--- config.mk ---
export PLATFORM = sky130hd
export DESIGN_NAME = linear_interp_resampler_unit_flat
export DESIGN_NICKNAME = d
export VERILOG_FILES = /design/src/sv/lirs_pkg.sv /design/src/sv/lirs_stream_if.sv /design/src/sv/lirs_ctrl.sv /design/src/sv/lirs_dp.sv /design/src/sv/linear_interp_resampler_unit.sv /design/src/flat_wrapper.sv
export VERILOG_INCLUDE_DIRS = /design/src /design/src/sv
export SDC_FILE = /design/constraint.sdc
export NUM_CORES = 2
export LEC_CHECK = 0
export ABC_AREA = 0
export BUFFER_PORTS_ARGS = -buffer_cell sky130_fd_sc_hd__buf_4
export CAP_MARGIN = 5
export CORE_MARGIN = 4
export CORE_UTILIZATION = 50
export CTS_BUF_LIST = sky130_fd_sc_hd__clkbuf_8 sky130_fd_sc_hd__clkbuf_16
export CTS_CLUSTER_SIZE = 12
export DETAILED_ROUTE_END_ITERATION = 6
export HOLD_SLACK_MARGIN = 0.15
export PLACE_DENSITY_LB_ADDON = 0.2
export SYNTH_ARGS = -nofsm -noshare
export SYNTH_HDL_FRONTEND = slang
export SYNTH_SLANG_ARGS = --single-unit
--- constraint.sdc ---
create_clock -name clock -period 10.45 [get_ports clock]
set_input_delay 0.5225 -clock clock [delete_from_list [all_inputs] [get_ports clock]]
set_output_delay 0.5225 -clock clock [all_outputs]
set_load 0.005 [all_outputs]
--- src/sv/linear_interp_resampler_unit_macros.svh ---
// Assertion helpers for the resampler block.
`ifndef LINEAR_INTERP_RESAMPLER_UNIT_MACROS_SVH
`define LINEAR_INTERP_RESAMPLER_UNIT_MACROS_SVH

// Same-cycle implication, reset masked.
`define LIRS_ASSERT_IMP(name, clk, rst, ante, cons, msg) \
   name: assert property (@(posedge clk) disable iff (rst) (ante) |-> (cons)) \
      else $error(msg);

// Next-cycle implication, reset masked.
`define LIRS_ASSERT_NXT(name, clk, rst, ante, cons, msg) \
   name: assert property (@(posedge clk) disable iff (rst) (ante) |=> (cons)) \
      else $error(msg);

`endif

--- src/sv/lirs_pkg.sv ---
package lirs_pkg;

   localparam int SAMPLE_BITS_DEF = 16;
   localparam int FRAC_BITS_DEF   = 16;

   localparam int STEP_W      = 21;
   localparam int CHAN_W      = 2;
   localparam int CSR_DATA_W  = 21;
   localparam int CSR_INDEX_W = 1;

   localparam logic [STEP_W-1:0] STEP_RESET = STEP_W'(65536);
   localparam logic [CHAN_W-1:0] CHAN_RESET = CHAN_W'(2);
   localparam logic [CHAN_W-1:0] CHAN_MONO  = CHAN_W'(1);

   localparam int MAX_RESULTS = 64;
   localparam int CNT_W       = $clog2(MAX_RESULTS + 1);

   typedef enum logic [CSR_INDEX_W-1:0] {
      CSR_PHASE_STEP    = 1'b0,
      CSR_CHANNEL_COUNT = 1'b1
   } csr_index_type;

   typedef enum logic {
      ST_IDLE,
      ST_RUN
   } state_type;

   // controller -> datapath
   typedef struct packed {
      logic prime;
      logic capture;
      logic issue;
      logic finish;
   } cmd_type;

   // datapath -> controller
   typedef struct packed {
      logic have_prev;
      logic emit_ok;
      logic pipe_free;
   } status_type;

endpackage

--- src/sv/lirs_stream_if.sv ---
interface lirs_req_if #(
   parameter int SAMPLE_BITS = lirs_pkg::SAMPLE_BITS_DEF
) ();
   logic                          valid;
   logic                          ready;
   logic signed [SAMPLE_BITS-1:0] left_sample;
   logic signed [SAMPLE_BITS-1:0] right_sample;

   modport source (output valid, output left_sample, output right_sample, input ready);
   modport sink   (input valid, input left_sample, input right_sample, output ready);
endinterface

interface lirs_rsp_if #(
   parameter int SAMPLE_BITS = lirs_pkg::SAMPLE_BITS_DEF
) ();
   logic                          valid;
   logic                          ready;
   logic signed [SAMPLE_BITS-1:0] out_left;
   logic signed [SAMPLE_BITS-1:0] out_right;
   logic                          last_of_run;

   modport source (output valid, output out_left, output out_right, output last_of_run,
                   input ready);
   modport sink   (input valid, input out_left, input out_right, input last_of_run,
                   output ready);
endinterface

--- src/sv/lirs_ctrl.sv ---
module lirs_ctrl (
   input  logic                 clock,
   input  logic                 reset,
   input  logic                 req_valid,
   output logic                 req_ready,
   input  lirs_pkg::status_type status,
   output lirs_pkg::cmd_type    cmd
);
   import lirs_pkg::*;

   state_type state_ff;
   state_type state_in;

   always_ff @(posedge clock) begin
      if (reset) begin
         state_ff <= ST_IDLE;
      end else begin
         state_ff <= state_in;
      end
   end

   always_comb begin
      state_in  = state_ff;
      cmd       = '0;
      req_ready = 1'b0;
      unique case (state_ff)
         ST_IDLE: begin
            req_ready = 1'b1;
            if (req_valid) begin
               if (status.have_prev) begin
                  cmd.capture = 1'b1;
                  state_in    = ST_RUN;
               end else begin
                  cmd.prime = 1'b1;
               end
            end
         end
         ST_RUN: begin
            // emit while the phase is inside the interval and under the result cap, stall on a full pipe
            if (status.emit_ok) begin
               cmd.issue = status.pipe_free;
            end else begin
               cmd.finish = 1'b1;
               state_in   = ST_IDLE;
            end
         end
         default: begin
            state_in = ST_IDLE;
         end
      endcase
   end

endmodule

--- src/sv/lirs_dp.sv ---
module lirs_dp #(
   parameter int SAMPLE_BITS = lirs_pkg::SAMPLE_BITS_DEF,
   parameter int FRAC_BITS   = lirs_pkg::FRAC_BITS_DEF
) (
   input  logic                               clock,
   input  logic                               reset,
   input  logic                               csr_we,
   input  lirs_pkg::csr_index_type            csr_index,
   input  logic [lirs_pkg::CSR_DATA_W-1:0]    csr_wdata,
   input  logic signed [SAMPLE_BITS-1:0]      left_sample,
   input  logic signed [SAMPLE_BITS-1:0]      right_sample,
   input  lirs_pkg::cmd_type                  cmd,
   output lirs_pkg::status_type               status,
   output logic                               rsp_valid,
   input  logic                               rsp_ready,
   output logic signed [SAMPLE_BITS-1:0]      out_left,
   output logic signed [SAMPLE_BITS-1:0]      out_right,
   output logic                               last_of_run
);
   import lirs_pkg::*;

   localparam int PHASE_W = ((STEP_W > FRAC_BITS) ? STEP_W : FRAC_BITS + 1) + 1;
   localparam int PROD_W  = SAMPLE_BITS + FRAC_BITS + 2;
   localparam logic [PHASE_W-1:0] PHASE_ONE = PHASE_W'(1) << FRAC_BITS;
   localparam logic signed [PROD_W-1:0] ROUND_HALF = PROD_W'(1) << (FRAC_BITS - 1);
   localparam logic [SAMPLE_BITS-1:0] MID_CODE = {1'b1, {(SAMPLE_BITS-1){1'b0}}};

   // configuration
   logic [STEP_W-1:0] step_ff, step_in;
   logic [CHAN_W-1:0] chan_ff, chan_in;

   // frame store and position
   logic signed [SAMPLE_BITS-1:0] prev_l_ff, prev_l_in, prev_r_ff, prev_r_in;
   logic signed [SAMPLE_BITS-1:0] cur_l_ff, cur_l_in, cur_r_ff, cur_r_in;
   logic                          have_prev_ff, have_prev_in;
   logic [PHASE_W-1:0]            phase_ff, phase_in;
   logic [CNT_W-1:0]              cnt_ff, cnt_in;

   // multiply stage
   logic                          s1_valid_ff, s1_valid_in;
   logic                          s1_last_ff, s1_last_in;
   logic signed [PROD_W-1:0]      s1_prod_l_ff, s1_prod_l_in, s1_prod_r_ff, s1_prod_r_in;
   logic [SAMPLE_BITS-1:0]        s1_base_l_ff, s1_base_l_in, s1_base_r_ff, s1_base_r_in;

   // output register
   logic                          out_valid_ff, out_valid_in;
   logic                          out_last_ff, out_last_in;
   logic signed [SAMPLE_BITS-1:0] out_l_ff, out_l_in, out_r_ff, out_r_in;

   logic                          mono;
   logic                          advance;
   logic signed [SAMPLE_BITS-1:0] in_r;
   logic [SAMPLE_BITS-1:0]        base_l, base_r, tgt_l, tgt_r;
   logic signed [SAMPLE_BITS:0]   diff_l, diff_r;
   logic signed [FRAC_BITS:0]     frac_s;
   logic signed [PROD_W-1:0]      prod_l, prod_r, rnd_l, rnd_r;
   logic [PHASE_W-1:0]            phase_add;
   logic                          issue_last;
   logic [SAMPLE_BITS+1:0]        sum_l, sum_r;

   assign mono    = (chan_ff == CHAN_MONO);
   assign advance = !out_valid_ff || rsp_ready;
   assign in_r    = mono ? '0 : right_sample;

   // offset-binary operands
   assign base_l = {~prev_l_ff[SAMPLE_BITS-1], prev_l_ff[SAMPLE_BITS-2:0]};
   assign tgt_l  = {~cur_l_ff[SAMPLE_BITS-1], cur_l_ff[SAMPLE_BITS-2:0]};
   assign base_r = mono ? MID_CODE : {~prev_r_ff[SAMPLE_BITS-1], prev_r_ff[SAMPLE_BITS-2:0]};
   assign tgt_r  = mono ? MID_CODE : {~cur_r_ff[SAMPLE_BITS-1], cur_r_ff[SAMPLE_BITS-2:0]};

   assign diff_l = signed'({1'b0, tgt_l}) - signed'({1'b0, base_l});
   assign diff_r = signed'({1'b0, tgt_r}) - signed'({1'b0, base_r});
   assign frac_s = signed'({1'b0, phase_ff[FRAC_BITS-1:0]});
   assign prod_l = diff_l * frac_s;
   assign prod_r = diff_r * frac_s;

   assign phase_add  = phase_ff + PHASE_W'(step_ff);
   assign issue_last = (phase_add >= PHASE_ONE) || (cnt_ff == CNT_W'(MAX_RESULTS - 1));

   // base + round(frac * diff); the result stays inside the sample range
   assign rnd_l = s1_prod_l_ff + ROUND_HALF;
   assign rnd_r = s1_prod_r_ff + ROUND_HALF;
   assign sum_l = {2'b00, s1_base_l_ff} + rnd_l[PROD_W-1:FRAC_BITS];
   assign sum_r = {2'b00, s1_base_r_ff} + rnd_r[PROD_W-1:FRAC_BITS];

   assign status.have_prev = have_prev_ff;
   assign status.emit_ok   = (phase_ff < PHASE_ONE) && (cnt_ff != CNT_W'(MAX_RESULTS));
   assign status.pipe_free = advance;

   always_comb begin
      step_in = step_ff;
      chan_in = chan_ff;
      if (csr_we) begin
         unique case (csr_index)
            CSR_PHASE_STEP:    step_in = csr_wdata[STEP_W-1:0];
            CSR_CHANNEL_COUNT: chan_in = csr_wdata[CHAN_W-1:0];
         endcase
      end
   end

   always_comb begin
      prev_l_in    = prev_l_ff;
      prev_r_in    = prev_r_ff;
      cur_l_in     = cur_l_ff;
      cur_r_in     = cur_r_ff;
      have_prev_in = have_prev_ff;
      phase_in     = phase_ff;
      cnt_in       = cnt_ff;
      if (cmd.prime) begin
         prev_l_in    = left_sample;
         prev_r_in    = in_r;
         have_prev_in = 1'b1;
      end
      if (cmd.capture) begin
         cur_l_in = left_sample;
         cur_r_in = in_r;
         cnt_in   = '0;
      end
      if (cmd.issue) begin
         phase_in = phase_add;
         cnt_in   = cnt_ff + CNT_W'(1);
      end
      if (cmd.finish) begin
         // drop one interval; a capped run pins the position at zero
         phase_in  = (phase_ff >= PHASE_ONE) ? phase_ff - PHASE_ONE : '0;
         prev_l_in = cur_l_ff;
         prev_r_in = cur_r_ff;
      end
   end

   always_comb begin
      s1_valid_in  = s1_valid_ff;
      s1_last_in   = s1_last_ff;
      s1_prod_l_in = s1_prod_l_ff;
      s1_prod_r_in = s1_prod_r_ff;
      s1_base_l_in = s1_base_l_ff;
      s1_base_r_in = s1_base_r_ff;
      out_valid_in = out_valid_ff;
      out_last_in  = out_last_ff;
      out_l_in     = out_l_ff;
      out_r_in     = out_r_ff;
      if (advance) begin
         s1_valid_in  = cmd.issue;
         s1_last_in   = issue_last;
         s1_prod_l_in = prod_l;
         s1_prod_r_in = prod_r;
         s1_base_l_in = base_l;
         s1_base_r_in = base_r;
         out_valid_in = s1_valid_ff;
         out_last_in  = s1_last_ff;
         out_l_in     = {~sum_l[SAMPLE_BITS-1], sum_l[SAMPLE_BITS-2:0]};
         out_r_in     = {~sum_r[SAMPLE_BITS-1], sum_r[SAMPLE_BITS-2:0]};
      end
   end

   always_ff @(posedge clock) begin
      if (reset) begin
         step_ff      <= STEP_RESET;
         chan_ff      <= CHAN_RESET;
         prev_l_ff    <= '0;
         prev_r_ff    <= '0;
         have_prev_ff <= 1'b0;
         phase_ff     <= '0;
         cnt_ff       <= '0;
         s1_valid_ff  <= 1'b0;
         out_valid_ff <= 1'b0;
      end else begin
         step_ff      <= step_in;
         chan_ff      <= chan_in;
         prev_l_ff    <= prev_l_in;
         prev_r_ff    <= prev_r_in;
         have_prev_ff <= have_prev_in;
         phase_ff     <= phase_in;
         cnt_ff       <= cnt_in;
         s1_valid_ff  <= s1_valid_in;
         out_valid_ff <= out_valid_in;
      end
   end

   always_ff @(posedge clock) begin
      cur_l_ff     <= cur_l_in;
      cur_r_ff     <= cur_r_in;
      s1_last_ff   <= s1_last_in;
      s1_prod_l_ff <= s1_prod_l_in;
      s1_prod_r_ff <= s1_prod_r_in;
      s1_base_l_ff <= s1_base_l_in;
      s1_base_r_ff <= s1_base_r_in;
      out_last_ff  <= out_last_in;
      out_l_ff     <= out_l_in;
      out_r_ff     <= out_r_in;
   end

   assign rsp_valid   = out_valid_ff;
   assign out_left    = out_l_ff;
   assign out_right   = out_r_ff;
   assign last_of_run = out_last_ff;

endmodule

--- src/sv/linear_interp_resampler_unit.sv ---
// Path: an issued multiply passes the multiply stage and then the output register.
// Flow: a frame that causes results is captured, issues one multiply per result and is then
//   closed, the input staying closed meanwhile; a priming frame only loads the frame store.
// Results stream at one per cycle through the multiply stage and the output register while the receiver takes them.
// Reset: synchronous, active high; clears the previous frame, the read position and all
//   valid flags, and loads the step with 1.0 (at the default FRAC_BITS) and the channel count with stereo.
`include "linear_interp_resampler_unit_macros.svh"

module linear_interp_resampler_unit #(
   parameter int SAMPLE_BITS = lirs_pkg::SAMPLE_BITS_DEF,
   parameter int FRAC_BITS   = lirs_pkg::FRAC_BITS_DEF
) (
   input  logic                            clock,
   input  logic                            reset,
   input  logic                            csr_we,
   input  lirs_pkg::csr_index_type         csr_index,
   input  logic [lirs_pkg::CSR_DATA_W-1:0] csr_wdata,
   lirs_req_if.sink                        req_ch,
   lirs_rsp_if.source                      rsp_ch
);
   import lirs_pkg::*;

   cmd_type    cmd;
   status_type status;

   // controller: accept a frame, run the emit loop, close the frame
   lirs_ctrl u_ctrl (
      .clock     (clock),
      .reset     (reset),
      .req_valid (req_ch.valid),
      .req_ready (req_ch.ready),
      .status    (status),
      .cmd       (cmd)
   );

   // datapath: registers, frame store, phase accumulator, multiply and output stages
   lirs_dp #(
      .SAMPLE_BITS (SAMPLE_BITS),
      .FRAC_BITS   (FRAC_BITS)
   ) u_dp (
      .clock        (clock),
      .reset        (reset),
      .csr_we       (csr_we),
      .csr_index    (csr_index),
      .csr_wdata    (csr_wdata),
      .left_sample  (req_ch.left_sample),
      .right_sample (req_ch.right_sample),
      .cmd          (cmd),
      .status       (status),
      .rsp_valid    (rsp_ch.valid),
      .rsp_ready    (rsp_ch.ready),
      .out_left     (rsp_ch.out_left),
      .out_right    (rsp_ch.out_right),
      .last_of_run  (rsp_ch.last_of_run)
   );

   // issue only into a free pipe while the position is inside the interval
   `LIRS_ASSERT_IMP(a_issue_ok, clock, reset, cmd.issue, status.pipe_free && status.emit_ok, "issue without room or phase")
   // a captured frame closes the input
   `LIRS_ASSERT_NXT(a_busy_after_capture, clock, reset, cmd.capture, !req_ch.ready, "input open during a run")
   // closing a frame reopens the input
   `LIRS_ASSERT_NXT(a_open_after_finish, clock, reset, cmd.finish, req_ch.ready, "input closed after a run")

endmodule
--- src/flat_wrapper.sv ---
// flat-port wrapper written by rule: the top's interface ports become plain ports
module linear_interp_resampler_unit_flat import lirs_pkg::*;
#(
   parameter int SAMPLE_BITS = lirs_pkg::SAMPLE_BITS_DEF,
   parameter int FRAC_BITS   = lirs_pkg::FRAC_BITS_DEF
)
  (clock, reset, csr_we, csr_index, csr_wdata, req_ch_valid, req_ch_left_sample, req_ch_right_sample, req_ch_ready, rsp_ch_valid, rsp_ch_out_left, rsp_ch_out_right, rsp_ch_last_of_run, rsp_ch_ready);
  lirs_req_if #(.SAMPLE_BITS(SAMPLE_BITS)) req_ch_i ();
  lirs_rsp_if #(.SAMPLE_BITS(SAMPLE_BITS)) rsp_ch_i ();
  input  logic clock;
  input  logic reset;
  input  logic csr_we;
  input  lirs_pkg::csr_index_type csr_index;
  input  logic [lirs_pkg::CSR_DATA_W-1:0] csr_wdata;
  input wire logic [$bits(req_ch_i.valid)-1:0] req_ch_valid;
  input wire logic [$bits(req_ch_i.left_sample)-1:0] req_ch_left_sample;
  input wire logic [$bits(req_ch_i.right_sample)-1:0] req_ch_right_sample;
  output wire logic [$bits(req_ch_i.ready)-1:0] req_ch_ready;
  output wire logic [$bits(rsp_ch_i.valid)-1:0] rsp_ch_valid;
  output wire logic [$bits(rsp_ch_i.out_left)-1:0] rsp_ch_out_left;
  output wire logic [$bits(rsp_ch_i.out_right)-1:0] rsp_ch_out_right;
  output wire logic [$bits(rsp_ch_i.last_of_run)-1:0] rsp_ch_last_of_run;
  input wire logic [$bits(rsp_ch_i.ready)-1:0] rsp_ch_ready;
  assign req_ch_i.valid = req_ch_valid;
  assign req_ch_i.left_sample = req_ch_left_sample;
  assign req_ch_i.right_sample = req_ch_right_sample;
  assign req_ch_ready = req_ch_i.ready;
  assign rsp_ch_valid = rsp_ch_i.valid;
  assign rsp_ch_out_left = rsp_ch_i.out_left;
  assign rsp_ch_out_right = rsp_ch_i.out_right;
  assign rsp_ch_last_of_run = rsp_ch_i.last_of_run;
  assign rsp_ch_i.ready = rsp_ch_ready;
  linear_interp_resampler_unit #(.SAMPLE_BITS(SAMPLE_BITS), .FRAC_BITS(FRAC_BITS)) u_core (.clock(clock), .reset(reset), .csr_we(csr_we), .csr_index(csr_index), .csr_wdata(csr_wdata), .req_ch(req_ch_i), .rsp_ch(rsp_ch_i));
endmodule
After elaboration in Yosys (flattened, before gate mapping) --
Index checks and enable logic that the tools add are counted.
Storage, ports and cells: register bits 250, output and inout bits 35, logic and storage cells 77, input port bits 59
Cells by class: multiplexer cells 23, $add $sub $neg 9, bitwise operators 8, reductions and logical operators 9, equality and inequality tests 3, $lt $le $gt $ge 3, multiply operators 2
Operator list (count):
- $mux 16 | 7
- $mux 22 | 3
- $add 32x17->32 const B | 2
- $mul 17x17->32 | 2
- $ge 22x17->1 const B | 2
- $sub 16x16->17 | 2
- $add 16x16->16 | 2
- $add 22x21->22 | 1
- $lt 22x17->1 const B | 1
- $sub 22x17->22 const B | 1
- $mux 7 | 2
- $not 1->1 | 8
- $add 7x1->7 const B | 1
- $eq 7x6->1 const B | 1
- $mux 1 | 7
- $ne 7x7->1 const B | 1
- $mux 2 | 3
- $reduce_bool 2->1 | 3
- $reduce_and 2->1 | 2
- $eq 2x1->1 const B | 1
- $logic_or 1x1->1 | 2
- $pmux 1 s2 | 1
- $logic_and 1x1->1 | 1
- $logic_not 1->1 | 1

Depth between registers and ports, before layout --
word-level depth 6, gate-level depth with buffers 37, mapped depth without buffers 34

Hierarchy --
Synthesis repeated with hierarchy kept, for this count alone.
Second synthesis, totals: cell total of the unflattened synthesis 3374, area total of the unflattened synthesis 31406.4 µm²
Modules (own cells, without submodules):
- lirs_dp | cells each 3365, area each 31327.5 µm², seq. area each 5705.5 µm², times used 1
- lirs_ctrl | cells each 9, area each 78.8 µm², seq. area each 20.0 µm², times used 1

Least setup slack after synthesis --
Ideal clock, no wire load.
kind flip-flop to flip-flop, from register u_core.u_dp.chan_ff[1], to register u_core.u_dp.s1_prod_r_ff[31] (data pin), clock period less this slack 9097 ps, buffers on the path 4, arrival time 8830 ps, cell stages (with the launch flop) 37, setup time 268 ps, data required time 10182 ps, slack 1353 ps, path through dfxtp_1 nand2b_1 clkbuf_1 clkbuf_1 and2_1 ha_1 inv_1 fa_1 a211oi_1 o21bai_1 a31oi_1 o21ai_1 o31ai_2 o2111ai_1 a21oi_1 buf_2 nand2_1 inv_1 fa_1 fa_1 clkbuf_1 xnor2_1 xnor2_1 fa_1 fa_1 inv_1 fa_1 inv_1 ha_1 a21o_1 a41o_1 a21oi_1 a2bb2oi_1 a21bo_2 o41ai_2 o21bai_1 xnor3_1
Between the ends: word-level cells in the longest chain between the ends 4, elaborated cells between the ends (all ways) 5, those cells by class add/sub (1); mul (1); eq/ne (1); mux (2)
Ends and longest elaborated chain:
- start, declared | line lirs_dp.sv:30 | logic [CHAN_W-1:0] chan_ff, chan_in;
- start signal, assigned | line lirs_dp.sv:169 | chan_ff <= chan_in;
- $eq 2x1->1 | line lirs_dp.sv:61 | assign mono = (chan_ff == CHAN_MONO);
- $mux 16 | line lirs_dp.sv:68 | assign base_r = mono ? MID_CODE : {~prev_r_ff[SAMPLE_BITS-1], prev_r_ff[SAMPLE_BITS-2:0]};
- named net u_core.u_dp.base_r[0] | line lirs_dp.sv:53 | logic [SAMPLE_BITS-1:0] base_l, base_r, tgt_l, tgt_r;
- $sub 16x16->17 | line lirs_dp.sv:72 | assign diff_r = signed'({1'b0, tgt_r}) - signed'({1'b0, base_r});
- $mul 17x17->32 | line lirs_dp.sv:75 | assign prod_r = diff_r * frac_s;
- named net u_core.u_dp.prod_r[31] | line lirs_dp.sv:56 | logic signed [PROD_W-1:0] prod_l, prod_r, rnd_l, rnd_r;
- end signal, assigned | line lirs_dp.sv:185 | s1_prod_r_ff <= s1_prod_r_in;
- end, declared | line lirs_dp.sv:42 | logic signed [PROD_W-1:0] s1_prod_l_ff, s1_prod_l_in, s1_prod_r_ff, s1_prod_r_in;
The timed path passes the listed nets, and every way through them passes these cells. A chain may end at the register's enable or synchronous reset.

Worst setup path in the final report --
Ends and elaborated chain as after synthesis.

==> results.sh <==
export IMPL_synthFlopType="edfxtp_1"
export IMPL_clockRootBuffer="clkbuf_16"
export IMPL_min_path_cells=3
export IMPL_leakagePower_nw=17.26
export IMPL_grt_pass1_vias=24780
export IMPL_cp_max_fo=16
export IMPL_dr_total_vias=24290
export IMPL_clkSlewWorstSetupHoldPaths_ns=0.06
export IMPL_htree_levels=1
export IMPL_num_fill_cells=6062
export IMPL_drc=0
export IMPL_clkLatencyLatePin_ns=0.59
export IMPL_syn_area_um2=32860
export IMPL_clock_skew_ns=0.03891
export IMPL_slew_violations=0
export IMPL_finalSetupTns_ns=0
export IMPL_setup_viol=0
export IMPL_nNetsFinal=4479
export IMPL_power_mw=3.435
export IMPL_holdBufCountCts=15
export IMPL_grt_max_degree=96
export IMPL_synth_edf_count=132
export IMPL_design_area_um2=35510
export IMPL_synth_yosys_seq_area_share_pct=17.43
export IMPL_synth_most_common_cell="inv_1"
export IMPL_hold_viol_final=0
export IMPL_cts_tree="done"
export IMPL_fin_crit_sh_pct=91.79
export IMPL_cp_data_arrival_time_ns=9.92
export IMPL_crit_slowest_cell="fa_1"
export IMPL_drive_gt1_share_pct=6.474
export IMPL_io_buffers=93
export IMPL_initial_core_util_pct=50.79
export IMPL_clock_sinks=220
export IMPL_cts_made_buffers=26
export IMPL_max_stage_delay_ns=0.88
export IMPL_ff2ff_path_depth=33
export IMPL_num_rows=93
export IMPL_relSlewSlack_pct=21.61
export IMPL_synth_seq_cells=220
export IMPL_area_growth_pct=8.073
export IMPL_cp_start_kind="flop"
export IMPL_ir_drop_mv=0.1443
export IMPL_pre_cts_ws_ns=0.8792
export IMPL_antenna_left=0
export IMPL_ff2ff_setup_slack_ns=0.86
export IMPL_hp_class="input port to flop"
export IMPL_required_ns=10.78
export IMPL_synthCells=3621
export IMPL_fin_crit_ns=9.592
export IMPL_cp_common_cell="fa_1"
export IMPL_max_freq_ghz=0.1043
export IMPL_postCtsSetupRepairBufs=0
export IMPL_synth_common_cells="inv_1 (701), fa_1 (529), nand2_1 (467)"
export IMPL_core_region_area_um2=64700
export IMPL_power_density_nw_per_um2=96.74
export IMPL_worst_setup_path_end_kind="flop"
export IMPL_dp_hpwl_um=60980
export IMPL_ys_warn_count=0
export IMPL_syn_nets=4459
export IMPL_cts_buffer_depth=3
export IMPL_first_pass_iters=5
export IMPL_post_dp_cell_area_um2=34510
export IMPL_drv_cap=0
export IMPL_fp_dieH_um=264.3
export IMPL_totalWireLength_um=80570
export IMPL_wl_per_cell_um=17.84
export IMPL_synth_cell_types=73
export IMPL_async_flop_share_pct=0
export IMPL_r2r_start="u_core.u_dp.chan_ff[1]"
export IMPL_hold_end="u_core.u_dp.step_ff[12]"
export IMPL_die_x_um=264.3
export IMPL_grt_pass1_wl_um=132400
export IMPL_hold_start="csr_wdata[12]"
export IMPL_yosys_area_top_type="fa_1"
export IMPL_post_cts_resized=0
export IMPL_status="completed"
export IMPL_vias_per_cell=5.376
export IMPL_rsz0062_at_grt="false"
export IMPL_die_area_um2=69880
export IMPL_path_class="flop to flop"
export IMPL_routabilityCongestion=0.8558
export IMPL_grt_usage_pct=23.42
export IMPL_holdWs_ns=0.1812
export IMPL_postLayoutSetupSlackWorst_ns=0.8580
export IMPL_syn_avg_cell_area_um2=9.074
export IMPL_first_iter_violations=1513
export IMPL_grt_overflow_total=0
export IMPL_yosys_area_top_type_share_pct=32.23
export IMPL_io_pins=94
export IMPL_antenna_found_initial=0
export IMPL_synthTopCellsByArea="fa_1 (32%), edfxtp_1 (12%), ha_1 (9.5%)"
export IMPL_worst_pin_slew_ns=1.175
export IMPL_r2r_end="u_core.u_dp.s1_prod_r_ff[31]"
## worst max path at each step
| stage | slack [ns] | endpoint | from |
|---|---|---|---|
| floorplan | 1.35 | u_core.u_dp.s1_prod_r_ff[31] | u_core.u_dp.chan_ff[1] |
| global placement | 1.06 | u_core.u_dp.s1_prod_r_ff[31] | u_core.u_dp.chan_ff[1] |
| detailed placement | 0.88 | u_core.u_dp.s1_prod_r_ff[31] | u_core.u_dp.chan_ff[1] |
| CTS | 0.85 | u_core.u_dp.s1_prod_r_ff[31] | u_core.u_dp.chan_ff[1] |
| global route | 0.26 | u_core.u_dp.s1_prod_r_ff[31] | u_core.u_dp.chan_ff[1] |
| finish | 0.86 | u_core.u_dp.s1_prod_r_ff[31] | u_core.u_dp.chan_ff[1] |
## cell type report
type                            instances  area [µm²]  share of cell area, %
Antenna cell                            1       2.502               0.007047
Clock buffer                           32       733.2                  2.065
Clock inverter                         16       108.9                 0.3066
Inverter                              703        2641                  7.438
Multi-Input combinational cell       2519       23910                  67.33
Sequential cell                       220        5725                  16.12
Tap cell                              855        1070                  3.013
Timing Repair Buffer                  171        1321                  3.721
## sequential cells by signal (all words and copies together) (netlist names)
signal / cells
u_core.u_dp.out_right: 16
u_core.u_dp.cur_r_ff: 16
u_core.u_dp.phase_ff: 22
u_core.u_dp.s1_base_l_ff: 16
u_core.u_dp.s1_valid_ff: 1
u_core.u_dp.cnt_ff: 7
u_core.u_dp.step_ff: 21
u_core.u_dp.rsp_valid: 1
u_core.u_dp.s1_prod_r_ff: 17
u_core.u_dp.prev_r_ff: 16
u_core.u_dp.s1_prod_l_ff: 17
u_core.u_dp.out_left: 16
u_core.u_ctrl.state_ff: 1
u_core.u_dp.prev_l_ff: 16
u_core.u_dp.last_of_run: 1
u_core.u_dp.s1_base_r_ff: 16
u_core.u_dp.chan_ff: 2
u_core.u_dp.s1_last_ff: 1
u_core.u_dp.cur_l_ff: 16
u_core.u_dp.have_prev_ff: 1
## per-stage QoR
step	std cells	utilization, %
after detailed placement	4452	53.34
after global routing	4516	54.88
after floorplan	3621	-
final	4517	54.89
after global placement	4452	53.34
after CTS	4515	54.87
## metal layers
layer | track usage, % | wire length (µm)
met1 | 32.85 | 35640
met2 | 38.38 | 37740
met3 | 3.388 | 4873
met4 | 6.439 | 2315
met5 | 0 | 0
## cell families (layout without fill, tap and decap cells)
logic type      count (synthesis)  after routing  synth area share (%)
compound gates                410            410                 8.545
xor+xnor                      155            155                 4.216
fa+ha+maj                     784            784                 41.90
buf+inv                       882            922                 10.13
flops                         220            220                 17.43
mux                             3              3               0.09140
other cells                     0              1                     0
simple gates                 1167           1167                 17.69
## critical path, delay by kind of cell (launching register included)
kind,cells,cell delay [ns]
AND/OR/NAND/NOR,3,0.70
buffers and inverters,5,0.52
flip-flops,1,0.32
AO/OA/AOI/OAI,15,3.06
XOR/XNOR,1,0.35
adder cells (fa/ha/maj),9,4.36
## cell usage in the layout (no fill, tap or decap), types with 9 or more instances in the layout
master and n:
a211oi_1 35, a21o_1 34, a21oi_1 120, a22oi_1 23, a311oi_1 21, a31oi_1 12, and2_1 232, and3_1 46
buf_4 156, clkbuf_16 26, dfxtp_1 88, dlygate4sd3_1 15, edfxtp_1 132, fa_1 529, ha_1 250, inv_1 704
nand2_1 467, nand2b_1 39, nand3_1 84, nand4_1 9, nand4b_1 12, nor2_1 122, nor2b_1 48, nor3_1 32
nor3b_1 9, nor4_1 15, o21a_1 10, o21ai_0 44, o21bai_1 15, o221ai_1 11, o311ai_0 16, o31ai_1 9
or3_1 12, xnor2_1 103, xor2_1 39
## where the power goes
| group | switching, mW | total, mW | internal, mW |
|---|---|---|---|
| Combinational | 0.863 | 1.37 | 0.504 |
| Clock | 0.387 | 0.887 | 0.500 |
| Sequential | 0.0890 | 1.18 | 1.09 |
| Total | 1.34 | 3.44 | 2.10 |
No activity file was read; power rests on OpenSTA's default activity.
